$ cat config.mk
export PLATFORM = sky130hd
export DESIGN_NAME = ifdyu_scale_lane
export DESIGN_NICKNAME = d
export VERILOG_FILES = /design/src/sv/ifdyu_pkg.sv /design/src/sv/ifdyu_scale_lane.sv
export SDC_FILE = /design/constraint.sdc
export NUM_CORES = 2
export LEC_CHECK = 0
export BUFFER_PORTS_ARGS = -buffer_cell sky130_fd_sc_hd__buf_2
export CAP_MARGIN = 40
export CORE_MARGIN = 2
export CORE_UTILIZATION = 51
export DETAILED_ROUTE_END_ITERATION = 10
export GPL_ROUTABILITY_DRIVEN = 0
export PLACE_DENSITY_LB_ADDON = 0.2
export SLEW_MARGIN = 0
export SYNTH_ARGS = -nofsm -noshare
export SYNTH_HDL_FRONTEND = slang
export SYNTH_SLANG_ARGS = --single-unit
$ cat constraint.sdc
create_clock -name clk -period 7.75 [get_ports clk]
set_input_delay 1.1625 -clock clk [delete_from_list [all_inputs] [get_ports clk]]
set_output_delay 1.1625 -clock clk [all_outputs]
set_load 0.03 [all_outputs]
$ cat src/sv/ifdyu_pkg.sv
package ifdyu_pkg;

	localparam int unsigned NUM_LANES   = 4;
	localparam int unsigned LIMIT_W     = 31;
	localparam int unsigned RAW_W       = 16;
	localparam int unsigned VALUE_W     = 32;
	localparam int unsigned ACC_W       = 48;
	localparam int unsigned TICK_W      = 12;
	localparam int unsigned CFG_ADDR_W  = 3;
	localparam int unsigned BUS_ID_W    = 8;
	localparam int unsigned REQ_W       = 3;

	localparam int unsigned TICK_WRAP_DEF = 4000;

	// register map
	localparam logic [CFG_ADDR_W-1:0] CFG_ACCEL_LIMIT = 3'd0;
	localparam logic [CFG_ADDR_W-1:0] CFG_GYRO_LIMIT  = 3'd1;
	localparam logic [CFG_ADDR_W-1:0] CFG_PITCH_LIMIT = 3'd2;
	localparam logic [CFG_ADDR_W-1:0] CFG_YAW_LIMIT   = 3'd3;
	localparam logic [CFG_ADDR_W-1:0] CFG_ROLL_LIMIT  = 3'd4;
	localparam logic [CFG_ADDR_W-1:0] CFG_QUAT_LIMIT  = 3'd5;
	localparam logic [CFG_ADDR_W-1:0] CFG_REQUEST_ID  = 3'd6;

	localparam logic [LIMIT_W-1:0]  ACCEL_LIMIT_RST = 31'd15414067;
	localparam logic [LIMIT_W-1:0]  GYRO_LIMIT_RST  = 31'd2285895;
	localparam logic [LIMIT_W-1:0]  PITCH_LIMIT_RST = 31'd5898240;
	localparam logic [LIMIT_W-1:0]  YAW_LIMIT_RST   = 31'd11796480;
	localparam logic [LIMIT_W-1:0]  ROLL_LIMIT_RST  = 31'd11796480;
	localparam logic [LIMIT_W-1:0]  QUAT_LIMIT_RST  = 31'd65536;
	localparam logic [BUS_ID_W-1:0] REQUEST_ID_RST  = 8'd0;

	// frame type byte
	localparam logic [7:0] FT_ACCEL = 8'd1;
	localparam logic [7:0] FT_GYRO  = 8'd2;
	localparam logic [7:0] FT_EULER = 8'd3;
	localparam logic [7:0] FT_QUAT  = 8'd4;

	// half a turn and a full turn in Q16.16 degrees
	localparam logic signed [33:0] DEG180 = 34'sd11796480;
	localparam logic signed [33:0] DEG360 = 34'sd23592960;

	typedef enum logic [2:0] {
		KIND_ACCEL   = 3'd0,
		KIND_GYRO    = 3'd1,
		KIND_EULER   = 3'd2,
		KIND_QUAT    = 3'd3,
		KIND_TICK    = 3'd4,
		KIND_IGNORED = 3'd5
	} kind_t;

	typedef struct packed {
		logic  valid;
		kind_t kind;
	} ctl_t;

endpackage

$ cat src/sv/ifdyu_scale_lane.sv
// One scaling lane: value = round(raw * 2 * limit / (2^n - 1)) - limit,
// n = 16, or 14 when narrow is set. Three stages, all moving on adv.
module ifdyu_scale_lane
	import ifdyu_pkg::*;
(
	input  logic                      clk,
	input  logic                      adv,
	input  logic [RAW_W-1:0]          raw,
	input  logic [LIMIT_W-1:0]        limit,
	input  logic                      narrow,
	output logic signed [VALUE_W-1:0] value
);

	localparam int unsigned PROD_W = RAW_W + LIMIT_W;
	localparam int unsigned X_W    = PROD_W + 1;
	localparam int unsigned Q_W    = 34;
	localparam int unsigned R_W    = 18;

	localparam logic [X_W-1:0] HALF16 = 48'd32767;
	localparam logic [X_W-1:0] HALF14 = 48'd8191;
	localparam logic [R_W-1:0] DEN16  = 18'd65535;
	localparam logic [R_W-1:0] DEN14  = 18'd16383;

	logic [PROD_W-1:0]  prod_s1;
	logic [LIMIT_W-1:0] limit_s1, limit_s2;
	logic               narrow_s1, narrow_s2;

	logic [X_W-1:0]     x;
	logic [Q_W-1:0]     qa;
	logic [R_W-1:0]     x_lo_s2;
	logic [Q_W-1:0]     qa_s2;

	logic [R_W-1:0]     r_full, r, den;
	logic [1:0]         corr;
	logic [Q_W-1:0]     q;

	// stage 1: the one multiplier of the lane
	always_ff @(posedge clk) begin
		if (adv) begin
			prod_s1   <= PROD_W'(raw) * PROD_W'(limit);
			limit_s1  <= limit;
			narrow_s1 <= narrow;
		end
	end

	// stage 2: quotient estimate by the series x/2^n + x/2^2n + x/2^3n,
	// at most three short of the true floor
	always_comb begin
		x = {prod_s1, 1'b0} + (narrow_s1 ? HALF14 : HALF16);
		if (narrow_s1) begin
			qa = Q_W'(x >> 14) + Q_W'(x >> 28) + Q_W'(x >> 42);
		end else begin
			qa = Q_W'(x >> 16) + Q_W'(x >> 32);
		end
	end

	always_ff @(posedge clk) begin
		if (adv) begin
			x_lo_s2   <= x[R_W-1:0];
			qa_s2     <= qa;
			limit_s2  <= limit_s1;
			narrow_s2 <= narrow_s1;
		end
	end

	// stage 3: remainder lies below four divisors, so it is exact modulo 2^(n+2)
	always_comb begin
		if (narrow_s2) begin
			r_full = x_lo_s2 - {qa_s2[3:0], 14'd0} + qa_s2[R_W-1:0];
			r      = {2'b00, r_full[15:0]};
			den    = DEN14;
		end else begin
			r_full = x_lo_s2 - {qa_s2[1:0], 16'd0} + qa_s2[R_W-1:0];
			r      = r_full;
			den    = DEN16;
		end
		corr = 2'(r >= den) + 2'(r >= R_W'(den * 2)) + 2'(r >= R_W'(den * 3));
		q    = qa_s2 + Q_W'(corr);
	end

	always_ff @(posedge clk) begin
		if (adv) begin
			value <= VALUE_W'(q - Q_W'(limit_s2));
		end
	end

endmodule

# After elaboration in Yosys (flattened, before gate mapping)
# Index checks and enable logic that the tools add are counted.
# word_totals
elab_cells	29
in_bits	50
register_bits	193
# op_classes
addsub	12
multipliers	2
mux	4
magnitude_cmp	3
# op_table
operator	count
>= comparator 18 bit	3
adder 48 x 15 -> 48 bit	1
multiplier 16 x 31 -> 47 bit	1
adder 32 x 16 -> 32 bit	1
adder 32 x 2 -> 32 bit	1
adder 32 x 20 -> 32 bit	1
adder 32 x 6 -> 32 bit	1
two-way mux 32 bit	1
subtractor 32 x 31 -> 32 bit	1
adder 18 bit	1
multiplier 18 x 2 -> 18 bit, second input constant	1
two-way mux 18 bit	1
subtractor 18 bit	1
adder 16 bit	1
two-way mux 16 bit	1
subtractor 16 bit	1
two-way mux 15 bit	1
adder 1 x 1 -> 2 bit	1
adder 2 x 1 -> 2 bit	1

# Depth between registers and ports, before layout
# logic_depth
word_depth	8
ltp_mapped	34
depth_no_buf	34

# Least setup slack after synthesis
# Ideal clock, no wire load.
# synth_timing
path_type	input to register
start	input port raw[1]
end	register prod_s1[41], data pin
setup_ps	261
path_buffers	1
required_time_ps	7489
arrival_ps	7129
path_slack_ps	360
cell_stages	24
cell_sequence	clkbuf_1 nand2_1 fa_1 inv_1 fa_1 inv_1 fa_1 fa_1 inv_1 fa_1 inv_1 fa_1 inv_1 ha_1 a21oi_1 o21ai_0 a21oi_1 o32ai_1 o311a_1 o41ai_2 o21ai_2 a21oi_1 nor2_1 o311a_1
# synth_between
elab_chain_cells	1
# synth_lines
item	line_no	rtl
start, declared	ifdyu_scale_lane.sv:8	input logic [RAW_W-1:0] raw,
multiplier 16 x 31 -> 47 bit	ifdyu_scale_lane.sv:40	prod_s1 <= PROD_W'(raw) * PROD_W'(limit);
end signal, assigned	ifdyu_scale_lane.sv:40	
end, declared	ifdyu_scale_lane.sv:24	logic [PROD_W-1:0] prod_s1;
# No other way between the ends.
# A chain may end at the register's enable or synchronous reset.

# Worst setup path in the final report
# layout_timing
start	input port limit[10]
end	register prod_s1[46], data pin
# layout_between
elab_chain_cells	1
# layout_lines
item	line_no	rtl
start, declared	ifdyu_scale_lane.sv:9	input logic [LIMIT_W-1:0] limit,
multiplier 16 x 31 -> 47 bit	ifdyu_scale_lane.sv:40	
# No other way between the ends.

==> metrics.md <==
| Metric | Value |
|---|---|
| Status | `finished, final reports clean` |
| Layout cells sized above 1 | `approximately 8.3%` |
| Core area | `55310 sq um` |
| Hold_buf cts | `0` |
| Slew at the pin closest to its max-slew limit | `0.8579 ns` |
| YS warnings | `0` |
| Final Skew | `~0.012 ns` |
| Antenna violations before repair | `2` |
| CTS Sinks | `192` |
| Post-synthesis async set-or-reset flop share | `0%` |
| Crit path launch type | `input port` |
| Pin count of the biggest net entering global routing | `about 120` |
| Avg Vias per Cell | `roughly 5.4` |
| Syn_area_per_cell | `approximately 9.6 sq um` |
| Post-synth EDFFs | `approximately 190` |
| # setup viols final | `0` |
| Crit. End Element | `register` |
| Die span in y | `between 200 and 250 um` |
| CP Data Required Time | `roughly 8.0 ns` |
| Most used cell, CP | `fa_1` |
| FILL cells | `4909` |
| Top cell type by total area after synthesis | `fa_1` |
| Sequential share of the synthesized area | `20.15%` |
| Post-synth top cells | `inv_1 (556), nand2_1 (418), fa_1 (417)` |
| Post-synthesis cell type count | `83` |
| Slew headroom | `42.40%` |
| Global-route wire length before repair | `about 110000 um` |
| Synth top area share | `between 20 and 30%` |
| Min Tclk post-route | `approximately 7.5 ns` |
| Clk slew on worst S/H paths | `0.07 ns` |
| Ports | `82` |
| Vias | `approximately 21000` |
| CP peak stage delay | `0.56 ns` |
| WHS | `0.4170 ns` |
| Min-delay worst type | `reg -> reg` |
| Fin. Hold Viols | `0` |
| Slowest stage cell, crit path | `fa_1` |
| Worst-Skew Late Latency | `between 0.4 and 0.5 ns` |
| Syn_nets | `roughly 3800` |
| ANT cells | `0` |
| Most numerous cell in the Yosys netlist | `inv_1` |
| Crit path cell chain | `buf_2 > buf_4 > nand2_1 > fa_1 > fa_1 > fa_1 > fa_1 > fa_1 > inv_1 > fa_1 > ha_1 > nand3_1 > nor2_1 > o211ai_1 > a311oi_1 > buf_4 > o21ai_0 > a21oi_1 > nor4b_1 > buf_4 > o31ai_1 > a21oi_1 > xnor2_1` |
| Cts bufs inserted | `17` |
| Die Area | `58030 sq um` |
| Area delta synth->final | `8.657%` |
| DRC viols | `0` |
| Mapped cell area | `28620 sq um` |
| Remaining Overflow, GRT | `0` |
| Multi-input gate area | `between 20000 and 25000 sq um` |
| Yosys reg bits | `between 150 and 200` |
| Detailed-router iteration count before antenna repair | `7` |
| Period utilization | `a little over nine tenths` |
| Max-slew violation count | `0` |
| Initial Util | `~52%` |
| Reg-to-reg slack, setup | `roughly 0.36 ns` |
| Max FO, Critical Path | `14` |
| Nets | `~3900` |
| Crit Path Category | `in -> reg` |
| Die extent in x | `around 240 um` |
| CTS tree | `built` |
| Gate count after technology mapping | `approximately 3000` |
| Total GRT Usage | `25.24%` |
| DR WL/cell | `18.09 um` |
| Most common flop cell mapped by yosys | `edfxtp_1` |
| RSZ-0062 raised after global routing | `false` |
| Antenna Nets Post-Route | `0` |
| Detailed Route WL | `approximately 70000 um` |
| Port Buffers | `81` |
| Vias in the first global route | `approximately 22000` |
| Dominant cells by area after synthesis | `fa_1 (29%), edfxtp_1 (20%), ha_1 (13%)` |
| Maxcap violations | `0` |
| Clock buffer depth | `2` |
| Iteration-0 DRC Markers | `between 1000 and 1500` |
| Peak Freq | `0.1338 GHz` |
| Detail Placement HPWL | `58390 um` |
| CP arrival | `7.68 ns` |
| Rows | `86` |
| H-tree Lvls | `4` |
| Root Driver | `clkbuf_16` |
| Register area | `around 5800 sq um` |
## worst max-delay path: cells and delay by family
kind / cells / cell delay, ns
buf+inv: 5 / 0.96
xor+xnor: 1 / 0.13
compound gates: 6 / 1.39
simple gates: 4 / 0.55
fa+ha+maj: 7 / 3.48
## cell type report
type | instances | area share, %
repair buffers | 186 | 4.076
multi-input cells | 2150 | 65.80
flip-flops and latches | 192 | 18.54
clock buffers | 17 | 1.368
inverters | 558 | 6.736
clock inverters | 15 | 0.4667
well taps | 748 | 3.010
## kinds of logic (layout without fill, tap and decap cells)
| logic type | count (synthesis) | count (layout) | synth area share (%) |
|---|---|---|---|
| xor gates and xnor gates | 175 | 175 | 5.434 |
| muxes | 7 | 7 | 0.2492 |
| DFF | 192 | 192 | 20.15 |
| and+or+nand+nor | 891 | 891 | 15.22 |
| AOI/OAI and AO/OA | 362 | 362 | 8.215 |
| buffers and inverters | 649 | 776 | 8.534 |
| adders and majority gates | 715 | 715 | 42.20 |
## final timing paths
path | cells after the start | end | startpoint
worst max register to register | 33 | value[31] | qa_s2[3]
worst min register to register | 0 | limit_s2[1] | limit_s1[1]
worst min-delay path | 0 | limit_s2[1] | limit_s1[1]
worst max-delay path | 23 | prod_s1[46] | limit[10]
## per-stage QoR
| stage | TNS (ns) | util [%] | worst slack, ns | cell area (sq um) | instances |
|---|---|---|---|---|---|
| global route | 0 | 56.22 | 0.003106 | 31100 | 3866 |
| floorplan | 0 | - | 0.3604 | 28620 | 2991 |
| detailed placement | -0.3566 | 55.04 | -0.1965 | 30440 | 3830 |
| finish | 0 | 56.22 | 0.2753 | 31100 | 3866 |
| global placement | -0.02699 | 54.95 | -0.02699 | 30390 | 3828 |
| CTS | 0 | 56.08 | 0.03273 | 31010 | 3862 |
## layer usage
| layer | share of wire (%) | track usage [%] |
|---|---|---|
| met3 | 6.2 | 4.049 |
| met1 | 43 | 33.57 |
| met5 | 0.034 | 0 |
| met4 | 2.6 | 7.464 |
| met2 | 48 | 42.67 |
## flip-flops by register name (all words and copies together) (netlist names)
name	count
value	32
prod_s1	47
limit_s1	31
narrow_s1	1
x_lo_s2	17
narrow_s2	1
qa_s2	32
limit_s2	31
## cells in the final DEF, fill, tap and decap left out, drive strengths merged, types with 18 or more instances in the layout
cell and n:
nor2 81, a21oi 113, nor2b 19, a211oi 18, o21ai 74, a21o 38
fa 417, buf 185, nand2 418, nor3 26, xor2 45, nand3 46
and3 21, ha 298, a31oi 18, nand2b 19, xnor2 130, and2 191
edfxtp 192, inv 565, clkbuf 18
## repair_timing
action / 4_1_cts / 5_1_grt
endpoints found under the setup margin: 0 / 12
resized for setup: 0 / 13
setup buffers: 0 / 4
Power is not shown: default switching activity piles up to over one toggle a cycle in this logic, so the estimate is an artifact.
