`src/sv/ifdyu_pkg.sv`:
```
package ifdyu_pkg;

	localparam int unsigned NUM_LANES   = 4;
	localparam int unsigned LIMIT_W     = 31;
	localparam int unsigned RAW_W       = 16;
	localparam int unsigned VALUE_W     = 32;
	localparam int unsigned ACC_W       = 48;
	localparam int unsigned TICK_W      = 12;
	localparam int unsigned CFG_ADDR_W  = 3;
	localparam int unsigned BUS_ID_W    = 8;
	localparam int unsigned REQ_W       = 3;

	localparam int unsigned TICK_WRAP_DEF = 4000;

	// register map
	localparam logic [CFG_ADDR_W-1:0] CFG_ACCEL_LIMIT = 3'd0;
	localparam logic [CFG_ADDR_W-1:0] CFG_GYRO_LIMIT  = 3'd1;
	localparam logic [CFG_ADDR_W-1:0] CFG_PITCH_LIMIT = 3'd2;
	localparam logic [CFG_ADDR_W-1:0] CFG_YAW_LIMIT   = 3'd3;
	localparam logic [CFG_ADDR_W-1:0] CFG_ROLL_LIMIT  = 3'd4;
	localparam logic [CFG_ADDR_W-1:0] CFG_QUAT_LIMIT  = 3'd5;
	localparam logic [CFG_ADDR_W-1:0] CFG_REQUEST_ID  = 3'd6;

	localparam logic [LIMIT_W-1:0]  ACCEL_LIMIT_RST = 31'd15414067;
	localparam logic [LIMIT_W-1:0]  GYRO_LIMIT_RST  = 31'd2285895;
	localparam logic [LIMIT_W-1:0]  PITCH_LIMIT_RST = 31'd5898240;
	localparam logic [LIMIT_W-1:0]  YAW_LIMIT_RST   = 31'd11796480;
	localparam logic [LIMIT_W-1:0]  ROLL_LIMIT_RST  = 31'd11796480;
	localparam logic [LIMIT_W-1:0]  QUAT_LIMIT_RST  = 31'd65536;
	localparam logic [BUS_ID_W-1:0] REQUEST_ID_RST  = 8'd0;

	// frame type byte
	localparam logic [7:0] FT_ACCEL = 8'd1;
	localparam logic [7:0] FT_GYRO  = 8'd2;
	localparam logic [7:0] FT_EULER = 8'd3;
	localparam logic [7:0] FT_QUAT  = 8'd4;

	// half a turn and a full turn in Q16.16 degrees
	localparam logic signed [33:0] DEG180 = 34'sd11796480;
	localparam logic signed [33:0] DEG360 = 34'sd23592960;

	typedef enum logic [2:0] {
		KIND_ACCEL   = 3'd0,
		KIND_GYRO    = 3'd1,
		KIND_EULER   = 3'd2,
		KIND_QUAT    = 3'd3,
		KIND_TICK    = 3'd4,
		KIND_IGNORED = 3'd5
	} kind_t;

	typedef struct packed {
		logic  valid;
		kind_t kind;
	} ctl_t;

endpackage

```
`src/sv/ifdyu_merge.sv`:
```
// Merge stage: gathers the lane results, applies the state updates in item
// order and holds the output word.
module ifdyu_merge
	import ifdyu_pkg::*;
#(
	parameter int unsigned TICK_WRAP = TICK_WRAP_DEF
)
(
	input  logic                      clk,
	input  logic                      arst_n,
	input  logic                      adv,
	input  ctl_t                      ctl_s3,
	input  logic signed [VALUE_W-1:0] val_a,
	input  logic signed [VALUE_W-1:0] val_b,
	input  logic signed [VALUE_W-1:0] val_c,
	input  logic signed [VALUE_W-1:0] val_d,
	input  logic [BUS_ID_W-1:0]       request_id,
	output logic                      out_valid,
	output kind_t                     out_kind,
	output logic signed [VALUE_W-1:0] value_a,
	output logic signed [VALUE_W-1:0] value_b,
	output logic signed [VALUE_W-1:0] value_c,
	output logic signed [VALUE_W-1:0] value_d,
	output logic [REQ_W-1:0]          request_reg,
	output logic [BUS_ID_W-1:0]       request_bus_id,
	output logic signed [ACC_W-1:0]   yaw_total
);

	logic [TICK_W-1:0]         tick_count_q, cnt_inc, cnt_next;
	logic signed [VALUE_W-1:0] cur_yaw_q, prev_yaw_q;
	logic signed [ACC_W-1:0]   yaw_acc_q, acc_next;
	logic signed [33:0]        delta, delta_w;
	logic                      take, is_tick, is_euler, is_decode, is_quat;

	always_comb begin
		take      = adv && ctl_s3.valid;
		is_tick   = ctl_s3.kind == KIND_TICK;
		is_euler  = ctl_s3.kind == KIND_EULER;
		is_quat   = ctl_s3.kind == KIND_QUAT;
		is_decode = ctl_s3.kind inside {KIND_ACCEL, KIND_GYRO, KIND_EULER, KIND_QUAT};

		cnt_inc  = tick_count_q + 1'b1;
		cnt_next = (cnt_inc >= TICK_W'(TICK_WRAP)) ? '0 : cnt_inc;

		delta = 34'(cur_yaw_q) - 34'(prev_yaw_q);
		if (delta < -DEG180) begin
			delta_w = delta + DEG360;
		end else if (delta > DEG180) begin
			delta_w = delta - DEG360;
		end else begin
			delta_w = delta;
		end
		acc_next = yaw_acc_q + ACC_W'(delta_w);
	end

	always_ff @(posedge clk or negedge arst_n) begin
		if (!arst_n) begin
			out_valid    <= 1'b0;
			tick_count_q <= '0;
			cur_yaw_q    <= '0;
			prev_yaw_q   <= '0;
			yaw_acc_q    <= '0;
		end else begin
			if (adv) begin
				out_valid <= ctl_s3.valid;
			end
			if (take && is_tick) begin
				tick_count_q <= cnt_next;
				prev_yaw_q   <= cur_yaw_q;
				yaw_acc_q    <= acc_next;
			end
			if (take && is_euler) begin
				cur_yaw_q <= val_b;
			end
		end
	end

	always_ff @(posedge clk) begin
		if (adv) begin
			out_kind       <= ctl_s3.kind;
			value_a        <= is_decode ? val_a : '0;
			value_b        <= is_decode ? val_b : '0;
			value_c        <= is_decode ? val_c : '0;
			value_d        <= is_quat ? val_d : '0;
			request_reg    <= is_tick ? {1'b0, cnt_inc[1:0]} + 1'b1 : '0;
			request_bus_id <= is_tick ? request_id : '0;
			yaw_total      <= (ctl_s3.valid && is_tick) ? acc_next : yaw_acc_q;
		end
	end

	a_tick_in_range: assert property (@(posedge clk) disable iff (!arst_n)
		tick_count_q < TICK_W'(TICK_WRAP))
		else $error("tick counter past its wrap value");

	a_acc_only_on_tick: assert property (@(posedge clk) disable iff (!arst_n)
		!(take && is_tick) |=> $stable(yaw_acc_q))
		else $error("yaw total moved without a tick");

	a_req_only_on_tick: assert property (@(posedge clk) disable iff (!arst_n)
		out_valid |-> ((out_kind == KIND_TICK) == (request_reg != '0)))
		else $error("request register out of step with word kind");

	a_value_d_quat: assert property (@(posedge clk) disable iff (!arst_n)
		out_valid && (out_kind != KIND_QUAT) |-> (value_d == '0))
		else $error("fourth component set on a non-quaternion word");

endmodule

```
`config.mk`:
```
export PLATFORM = sky130hd
export DESIGN_NAME = ifdyu_merge
export DESIGN_NICKNAME = d
export VERILOG_FILES = /design/src/sv/ifdyu_pkg.sv /design/src/sv/ifdyu_merge.sv
export SDC_FILE = /design/constraint.sdc
export NUM_CORES = 1
export LEC_CHECK = 0
export ABC_AREA = 0
export BUFFER_PORTS_ARGS = -buffer_cell sky130_fd_sc_hd__buf_2
export CORE_MARGIN = 2
export CORE_UTILIZATION = 45
export CTS_CLUSTER_SIZE = 12
export DETAILED_ROUTE_END_ITERATION = 8
export GPL_TIMING_DRIVEN = 0
export PLACE_DENSITY = 0.67
export SLEW_MARGIN = 10
export SYNTH_ARGS = -nofsm -noshare
export SYNTH_HDL_FRONTEND = slang
export SYNTH_SLANG_ARGS = --single-unit
export TNS_END_PERCENT = 30
```
`constraint.sdc`:
```
create_clock -name clk -period 16.1 [get_ports clk]
set_input_delay 0.805 -clock clk [delete_from_list [all_inputs] [get_ports clk]]
set_output_delay 0.805 -clock clk [all_outputs]
set_load 0.05 [all_outputs]
```
# [Yosys cells after proc, flatten, opt, wreduce, memory -nomap -nowiden]
# Index checks and enable logic that the tools add are counted.
[word_totals] ff_bits=315 in_bits=143 out_inout_bits=191 elab_cells=36
[op_classes] addsub=6 n_lt_le_gt_ge=3 n_eq_ne=4 muxes=4 reduce_logical=6
[ops] operator="34-bit 2-to-1 mux" n=2
[ops] operator="48-bit by 34-bit adder with 48-bit output" n=1
[ops] operator="48-bit 2-to-1 mux" n=1
[ops] operator="33-bit by 26-bit adder with 34-bit output (second input constant)" n=1
[ops] operator="33-bit by 26-bit subtractor with 34-bit output (second input constant)" n=1
[ops] operator="33-bit by 25-bit > comparator with 1-bit output (second input constant)" n=1
[ops] operator="33-bit by 25-bit < comparator with 1-bit output (second input constant)" n=1
[ops] operator="32-bit by 32-bit subtractor with 33-bit output" n=1
[ops] operator="12-bit by 1-bit adder with 12-bit output (second input constant)" n=1
[ops] operator="12-bit greater-or-equal comparator (second input constant)" n=1
[ops] operator="12-bit 2-to-1 mux" n=1
[ops] operator="3-bit by 2-bit == test with 1-bit output (second input constant)" n=2
[ops] operator="1-bit logical AND" n=4
[ops] operator="4-bit nonzero test" n=1
[ops] operator="2-bit by 1-bit adder with 3-bit output (second input constant)" n=1
[ops] operator="3-bit by 1-bit == test with 1-bit output (second input constant)" n=1
[ops] operator="3-bit == test (second input constant)" n=1
[ops] operator="3-bit logical NOT" n=1

# [Longest topological paths before layout]
# Gate-level depths: netlist of run 1.
[depth] depth_word=6 ltp_mapped=31 ltp_nobuf=30

# [Worst setup path after synthesis of run 1]
# No wires, ideal clock.
[synth_path] path_kind="register to register" start="register cur_yaw_q[0]" end="register yaw_total[35] (data pin)" setup_ns=0.267 arrival_ns=6.121 t_required_ns=15.833 slack_ns=9.712 stages_incl_launch_ff=29 n_path_buf=0 synth_period_minus_slack_ns=6.388 path_cell_list="dfrtp_1 -> inv_1 -> ha_1 -> fa_1 -> nand2b_1 -> a211oi_1 -> o21ai_1 -> a21o_1 -> and3_1 -> nor2_1 -> inv_1 -> ha_1 -> a211o_1 -> a21o_1 -> a41oi_2 -> o21ai_1 -> o22ai_1 -> xor2_1 -> ha_1 -> a21o_1 -> a21o_1 -> a21o_1 -> o41a_1 -> o41ai_2 -> o31ai_1 -> a2111o_1 -> a31oi_1 -> xor2_1 -> o21ai_0"
[synth_between] elab_chain_cells=6 word_cells_on_any_way=9 classes_between="add/sub: 4; order compare: 2; mux: 3"
[synth_rtl] element="from (decl)" line="ifdyu_merge.sv:30" rtl="logic signed [VALUE_W-1:0] cur_yaw_q, prev_yaw_q;"
[synth_rtl] element="from (signal assigned)" line="ifdyu_merge.sv:73" rtl="cur_yaw_q <= val_b;"
[synth_rtl] element="32-bit by 32-bit subtractor with 33-bit output (*)" line="ifdyu_merge.sv:45" rtl="delta = 34'(cur_yaw_q) - 34'(prev_yaw_q);"
[synth_rtl] element="33-bit by 26-bit subtractor with 34-bit output or 33-bit by 25-bit > comparator with 1-bit output (tied branches)" line="ifdyu_merge.sv:49, ifdyu_merge.sv:48"
[synth_rtl] element="34-bit 2-to-1 mux" line="ifdyu_merge.sv:48" rtl="end else if (delta > DEG180) begin"
[synth_rtl] element="34-bit 2-to-1 mux (*)" line="ifdyu_merge.sv:46" rtl="if (delta < -DEG180) begin"
[synth_rtl] element="48-bit by 34-bit adder with 48-bit output (*)" line="ifdyu_merge.sv:53" rtl="acc_next = yaw_acc_q + ACC_W'(delta_w);"
[synth_rtl] element="48-bit 2-to-1 mux (*)" line="ifdyu_merge.sv:87" rtl="yaw_total <= (ctl_s3.valid && is_tick) ? acc_next : yaw_acc_q;"
[synth_rtl] element="to (signal assigned)" line="ifdyu_merge.sv:87"
[synth_rtl] element="to (decl)" line="ifdyu_merge.sv:26" rtl="output logic signed [ACC_W-1:0] yaw_total"
# Every way passes the cells marked *; elsewhere a longest branch is shown, timed or not.
# A chain may end at the register's enable or synchronous reset.

# [Final worst setup path of run 1]
# Ends and elaborated chain as after synthesis.

==> metrics, run 1 <==
status=finished clean; count of different cell masters after synthesis=91; leading area contributor after synthesis=edfxtp_1; drt wl/cell=18.0 um; Clock Path Buffers=3; DRC=0; DP Area=19800 um2; Synth area leaders=edfxtp_1 33%, dfrtp_1 18%, ha_1 6.4%; Worst-Skew Late Latency=560 ps; CP startpoint=cur_yaw_q[0]; Routed WL=45800 um; RSZ-0062 raised after global routing=false; PostCTS Resize Cnt=0; Setup Slack @ Placement=8630 ps; Critical-path top delay cell=o41ai_2; P_leak=9.22 nW; CP Depth=27; final-report setup violation count=0; Setup TNS Final=0 ps; Power Density=227 nW/um2; net count reported at finish=2231; Crit Path Class=reg -> reg; Crit Path Max Fanout=8; # fillers=3404; largest net degree at the start of global routing=118; Multi-input gate area=8050 um2; Final Skew=22.4 ps; CP most frequent cell=a21o_1; r2r startpoint=cur_yaw_q[0]; Setup Buffers After CTS=0; Synth Flop Type=edfxtp_1; Initial Utilization=45.3%; max-cap check violation count=0; Crit path required time=16390 ps; DP Cell Count=2476; # IOs=334; CTS Root Cell=clkbuf_16; CTS tree=done; Async SR Flop Fraction=39.7%; share of the synthesized area in the top cell type=32.8%; post-synthesis cell count=1622; Crit path arrival time=7730 ps; Clk pin slew, worst setup/hold paths=60 ps; M1 wire length=19600 um; minimum clock period=7440 ps; Rel. slew slack=21.5%; global-route wire length before repair=73800 um; Syn Nets=1856; most frequent cell after synthesis=edfxtp_1; synthesized area per cell=10.7 um2; DIE AREA=40300 um2; HP Class=in -> async; Regs by FF count=yaw_acc_q (48), yaw_total (48); FF+latch count, synth=315; area of the core=38400 um2; sequential share of the synthesized area=50.8%; Final Hold Viols=0; placed wire-length estimate=34700 um; routed wl met2=22400 um; Sw Ratio=46.0%; drt initial violations=809; Critical Path Max Stage Delay=620 ps; Worst Path Buf+Inv=2; layout cells sized above 1=24.8%; Clk pwr share=17.3%; initial antenna violation count=2; GP Congestion=0.897; Flop pwr share=24.3%; Peak VDD IR=0.123 mV; Die H=201 um; synthesized cell area=17400 um2; Num CTS Buffers=37; setup ws final=8660 ps; R2R cell count=27; H-Tree Level Count=2; sw power=2.19 mW; DR pass1 iterations=5; Buffers on Ports=333; Area Overhead vs Synth=20.6%; highest metal used=met4; Logic pwr share=58.4%; die width=201 um; Int Pwr=2.58 mW; GRT Overall Usage=22.9%; Worst path top cell family by delay=compound AO/OA/AOI/OAI gates; met3 WL=2150 um; synth cell count leaders=190 x edfxtp_1, 157 x nand2_1, 155 x o21ai_0; worst-margin pin slew=1180 ps; fmax=134 MHz; number of global-route vias before repair=13623; Sink Count=315; register area=8830 um2; crit start category=flip-flop; Syn. warnings=0; gr ovfl total=0; Antenna Violating Nets Remaining=0; vias per cell=5.37; CP endpoint kind=flip-flop; final hold slack=236 ps; Period Utilization, post-route=46.2%; vias=13679; num rows=72; fin. max-slew vios=0; Final Cell Area=21000 um2; cts-stage hold buffer count=0; Non-Filler Instances=2547; number of synthesized flops with an enable pin=190
## layout by cell type, fill, tap and decap left out, types with 11 or more instances in the layout
master,count
o21bai_1,11
or3_1,12
and3_1,17
and2_1,56
nand3_1,27
edfxtp_1,190
dfrtp_1,125
ha_1,89
o21ai_0,155
nor3_1,18
clkbuf_1,70
nor2b_1,103
buf_2,342
a21oi_1,78
nand4_1,13
nand2b_1,17
inv_1,59
clkbuf_16,37
xor2_1,32
a21o_1,52
mux2_2,66
nand2_1,157
nor2_1,58
o21ai_1,13
xnor2_1,45
## metal layers
metal	vias up	track usage, %
met2	378	39.4
li1	6626	-
met1	6594	28.8
met3	81	3.38
met4	0	9.74
met5	-	0
## power by group through the flow
stage	clock, mW	combinational [mW]	sequential [mW]
3_3_place_gp	0	2.70	1.17
3_5_place_dp	0	2.76	1.18
5_1_grt	0.879	3.09	1.18
2_1_floorplan	0	1.93	1.38
6_report	0.824	2.79	1.16
4_1_cts	0.848	2.77	1.16
## logic make-up after synthesis
group	after synthesis	synth area share, %
simple gates	518	15.6
mux	71	4.59
buf+inv	130	2.99
xor+xnor	77	3.88
flops	315	50.8
fa+ha+maj	91	6.63
compound gates	420	15.5
## per-stage QoR
step | util [%] | total power [mW]
3_3_place_gp | 51.4 | 3.87
6_report | 54.7 | 4.77
3_5_place_dp | 51.6 | 3.93
2_1_floorplan | - | 3.31
5_1_grt | 54.7 | 5.15
4_1_cts | 54.7 | 4.78
## worst paths after layout
check,to,slack [ps]
worst max register to register,yaw_total[35],8660
max in group asynchronous,prev_yaw_q[12],15100
worst min register to register,yaw_acc_q[47],500
worst min-delay path,yaw_acc_q[40],240
worst max-delay path,yaw_total[35],8660
min in group clk,out_kind[2],440
## final cells by class
type	count	share of cell area (%)
diodes	3	0.0358
repair buffers	336	8.30
inverters	59	1.06
well taps	518	3.09
plain buffers	71	1.42
clock buffers	52	4.77
clock inverters	16	0.882
multi-input cells	1177	38.4
flip-flops and latches	315	42.1
Note: power is estimated with default switching activity, not from simulation.
==> run 2, diff against run 1 <==
==> constraint.sdc (replaced) <==
create_clock -name clk -period 6.9 [get_ports clk]
set_input_delay 0.345 -clock clk [delete_from_list [all_inputs] [get_ports clk]]
set_output_delay 0.345 -clock clk [all_outputs]
set_load 0.05 [all_outputs]
==> run 2 against run 1 <==
  * Count of clock-buffer cells in the layout stayed put
  * Register-to-register slack lost 8400 ps
  * Combinational power grew 140%
  * Flip-flop and latch count unchanged
  * Non-clock buffer count is 5 higher
  * Die area unchanged
  * Critical path type unchanged
  * Highest routed layer unchanged
==> metrics, run 2 (synthesis gave the netlist of run 1 again) <==
Crit Path Class=reg -> reg; max-cap check violation count=0 (unchanged); largest net degree at the start of global routing=118 (unchanged); Final Hold Viols=0 (unchanged); placed wire-length estimate=34700 um (unchanged); Clk pin slew, worst setup/hold paths=60 ps (about the same); Crit path required time=7190 ps (-9200 ps); commonest non-fill, non-tap cells in the layout=342 x buf_2, 190 x edfxtp_1, 155 x nand2_1; num rows=72 (unchanged); global-route wire length before repair=73900 um (+0.15%); worst-margin pin slew=1180 ps (+4.45 ps); Sink Count=315 (unchanged); DP Cell Count=2476 (unchanged); Num CTS Buffers=37 (unchanged); Critical Path Max Stage Delay=470 ps (-150 ps); Initial Utilization=45.3% (unchanged); most common cell after layout, fill and taps aside=buf_2; CP endpoint kind=flip-flop; drt initial violations=767 (-5.2%); Buffers on Ports=333 (unchanged); routed wl met2=22400 um (+0.35%); CP most frequent cell=a21o_1; net count reported at finish=2236 (+0.22%); Clock Path Buffers=3 (unchanged); vias=13681 (+0.015%); Die H=201 um (unchanged); layout cells sized above 1=26.7% (+2.0 points); GRT Overall Usage=22.9% (+0.028 points); DRC=0 (unchanged); Critical-path top delay cell=a2111o_1; CTS Root Cell=clkbuf_16; HP Class=in -> reg; Routed WL=46000 um (+0.50%); overall power=11.4 mW (+140%); R2R cell count=28 (+3.7%); Rel. slew slack=21.2% (-0.30 points); fin. max-slew vios=0 (unchanged); GP Congestion=0.897 (unchanged); CTS tree=done; Regs by FF count=yaw_acc_q (48), yaw_total (48); Antenna Violating Nets Remaining=0 (unchanged); Power Density=536 nW/um2 (+140%); Final Skew=25.6 ps (+3.22 ps); Area Overhead vs Synth=22.4%; die width=201 um (unchanged); highest metal used=met4; number of global-route vias before repair=13683 (+0.44%); fmax=151 MHz (+13%); met3 WL=2070 um (-3.4%); vias per cell=5.36 (-0.18%); DIE AREA=40300 um2 (unchanged); # IOs=334 (unchanged); DR pass1 iterations=5 (unchanged); Crit Path Max Fanout=8 (unchanged); Crit path arrival time=6900 ps (-830 ps); drt wl/cell=18.0 um (+0.31%); Hold Path Stages=1; area of the core=38400 um2 (unchanged); status=finished clean; final-report setup violation count=0 (unchanged); minimum clock period=6610 ps (-834 ps); Non-Filler Instances=2552 (+0.20%); M1 wire length=19700 um (+0.92%); crit start category=flip-flop; Period Utilization, post-route=95.8% (+50 points); gr ovfl total=0 (unchanged); P_leak=9.30 nW (+0.92%); Peak VDD IR=0.297 mV (+140%); Worst-Skew Late Latency=560 ps (about the same); final hold slack=31.4 ps (-204 ps); initial antenna violation count=2 (unchanged); H-Tree Level Count=2 (unchanged)
## run 2: final timing paths
check	start	endpoint	slack, ps
worst max-delay path	cur_yaw_q[0]	yaw_total[35]	290
worst min-delay path	ctl_s3[1]	out_kind[1]	30
worst max register to register	cur_yaw_q[0]	yaw_total[35]	290
worst min register to register	yaw_acc_q[47]	yaw_acc_q[47]	500
max in group asynchronous	arst_n	prev_yaw_q[12]	5800
min in group asynchronous	arst_n	yaw_acc_q[40]	340
## run 2: stage by stage
| stage | instance area (um2) | setup slack [ps] | setup TNS [ps] | utilization, % |
|---|---|---|---|---|
| 3_5_place_dp | 19800 | -571 | -5890 | 51.6 |
| 4_1_cts | 21100 | 34.5 | 0 | 55.0 |
| 3_3_place_gp | 19700 | -521 | -5520 | 51.4 |
| 2_1_floorplan | 17400 | 512 | 0 | - |
| 6_report | 21300 | 290 | 0 | 55.5 |
| 5_1_grt | 21300 | -22.9 | -30.2 | 55.5 |
## run 2: layer usage
metal / GRT usage [%] / up-vias
met1: 28.7 / 6621
met3: 3.41 / 85
met5: 0 / -
met2: 39.5 / 346
met4: 9.95 / 0
li1: - / 6629
## run 2: critical path, delay by kind of cell, from the launching register on
kind	cells	cell delay (ps)
adders and majority gates	4	1080
and+or+nand+nor	3	590
AOI/OAI and AO/OA	17	3770
xor gates and xnor gates	2	400
buffers and inverters	2	160
DFF	1	320
## run 2: cell type report
class                   instances  area (um2)
diodes                          3        7.51
plain buffers                  69         292
clock buffers                  52        1000
clock inverters                16         185
fillers                      3380       17100
inverters                      59         221
multi-input cells            1177        8300
flip-flops and latches        315        8830
well taps                     518         648
repair buffers                343        1800
## run 2: repair_timing
action                     in CTS  in global routing
hold buffers                    2                  0
setup buffers                   2                  3
hold endpoints to repair       62                  0
gates cloned                    0                  0
gates resized for setup        12                 37
pin swaps                       2                  8
setup endpoints to repair      29                 27
## run 2: where the power goes
group / leakage, nW / internal, mW / switching (mW)
Combinational: 5.29 / 2.55 / 4.23
Clock: 0.577 / 1.14 / 0.791
Sequential: 3.44 / 2.45 / 0.256
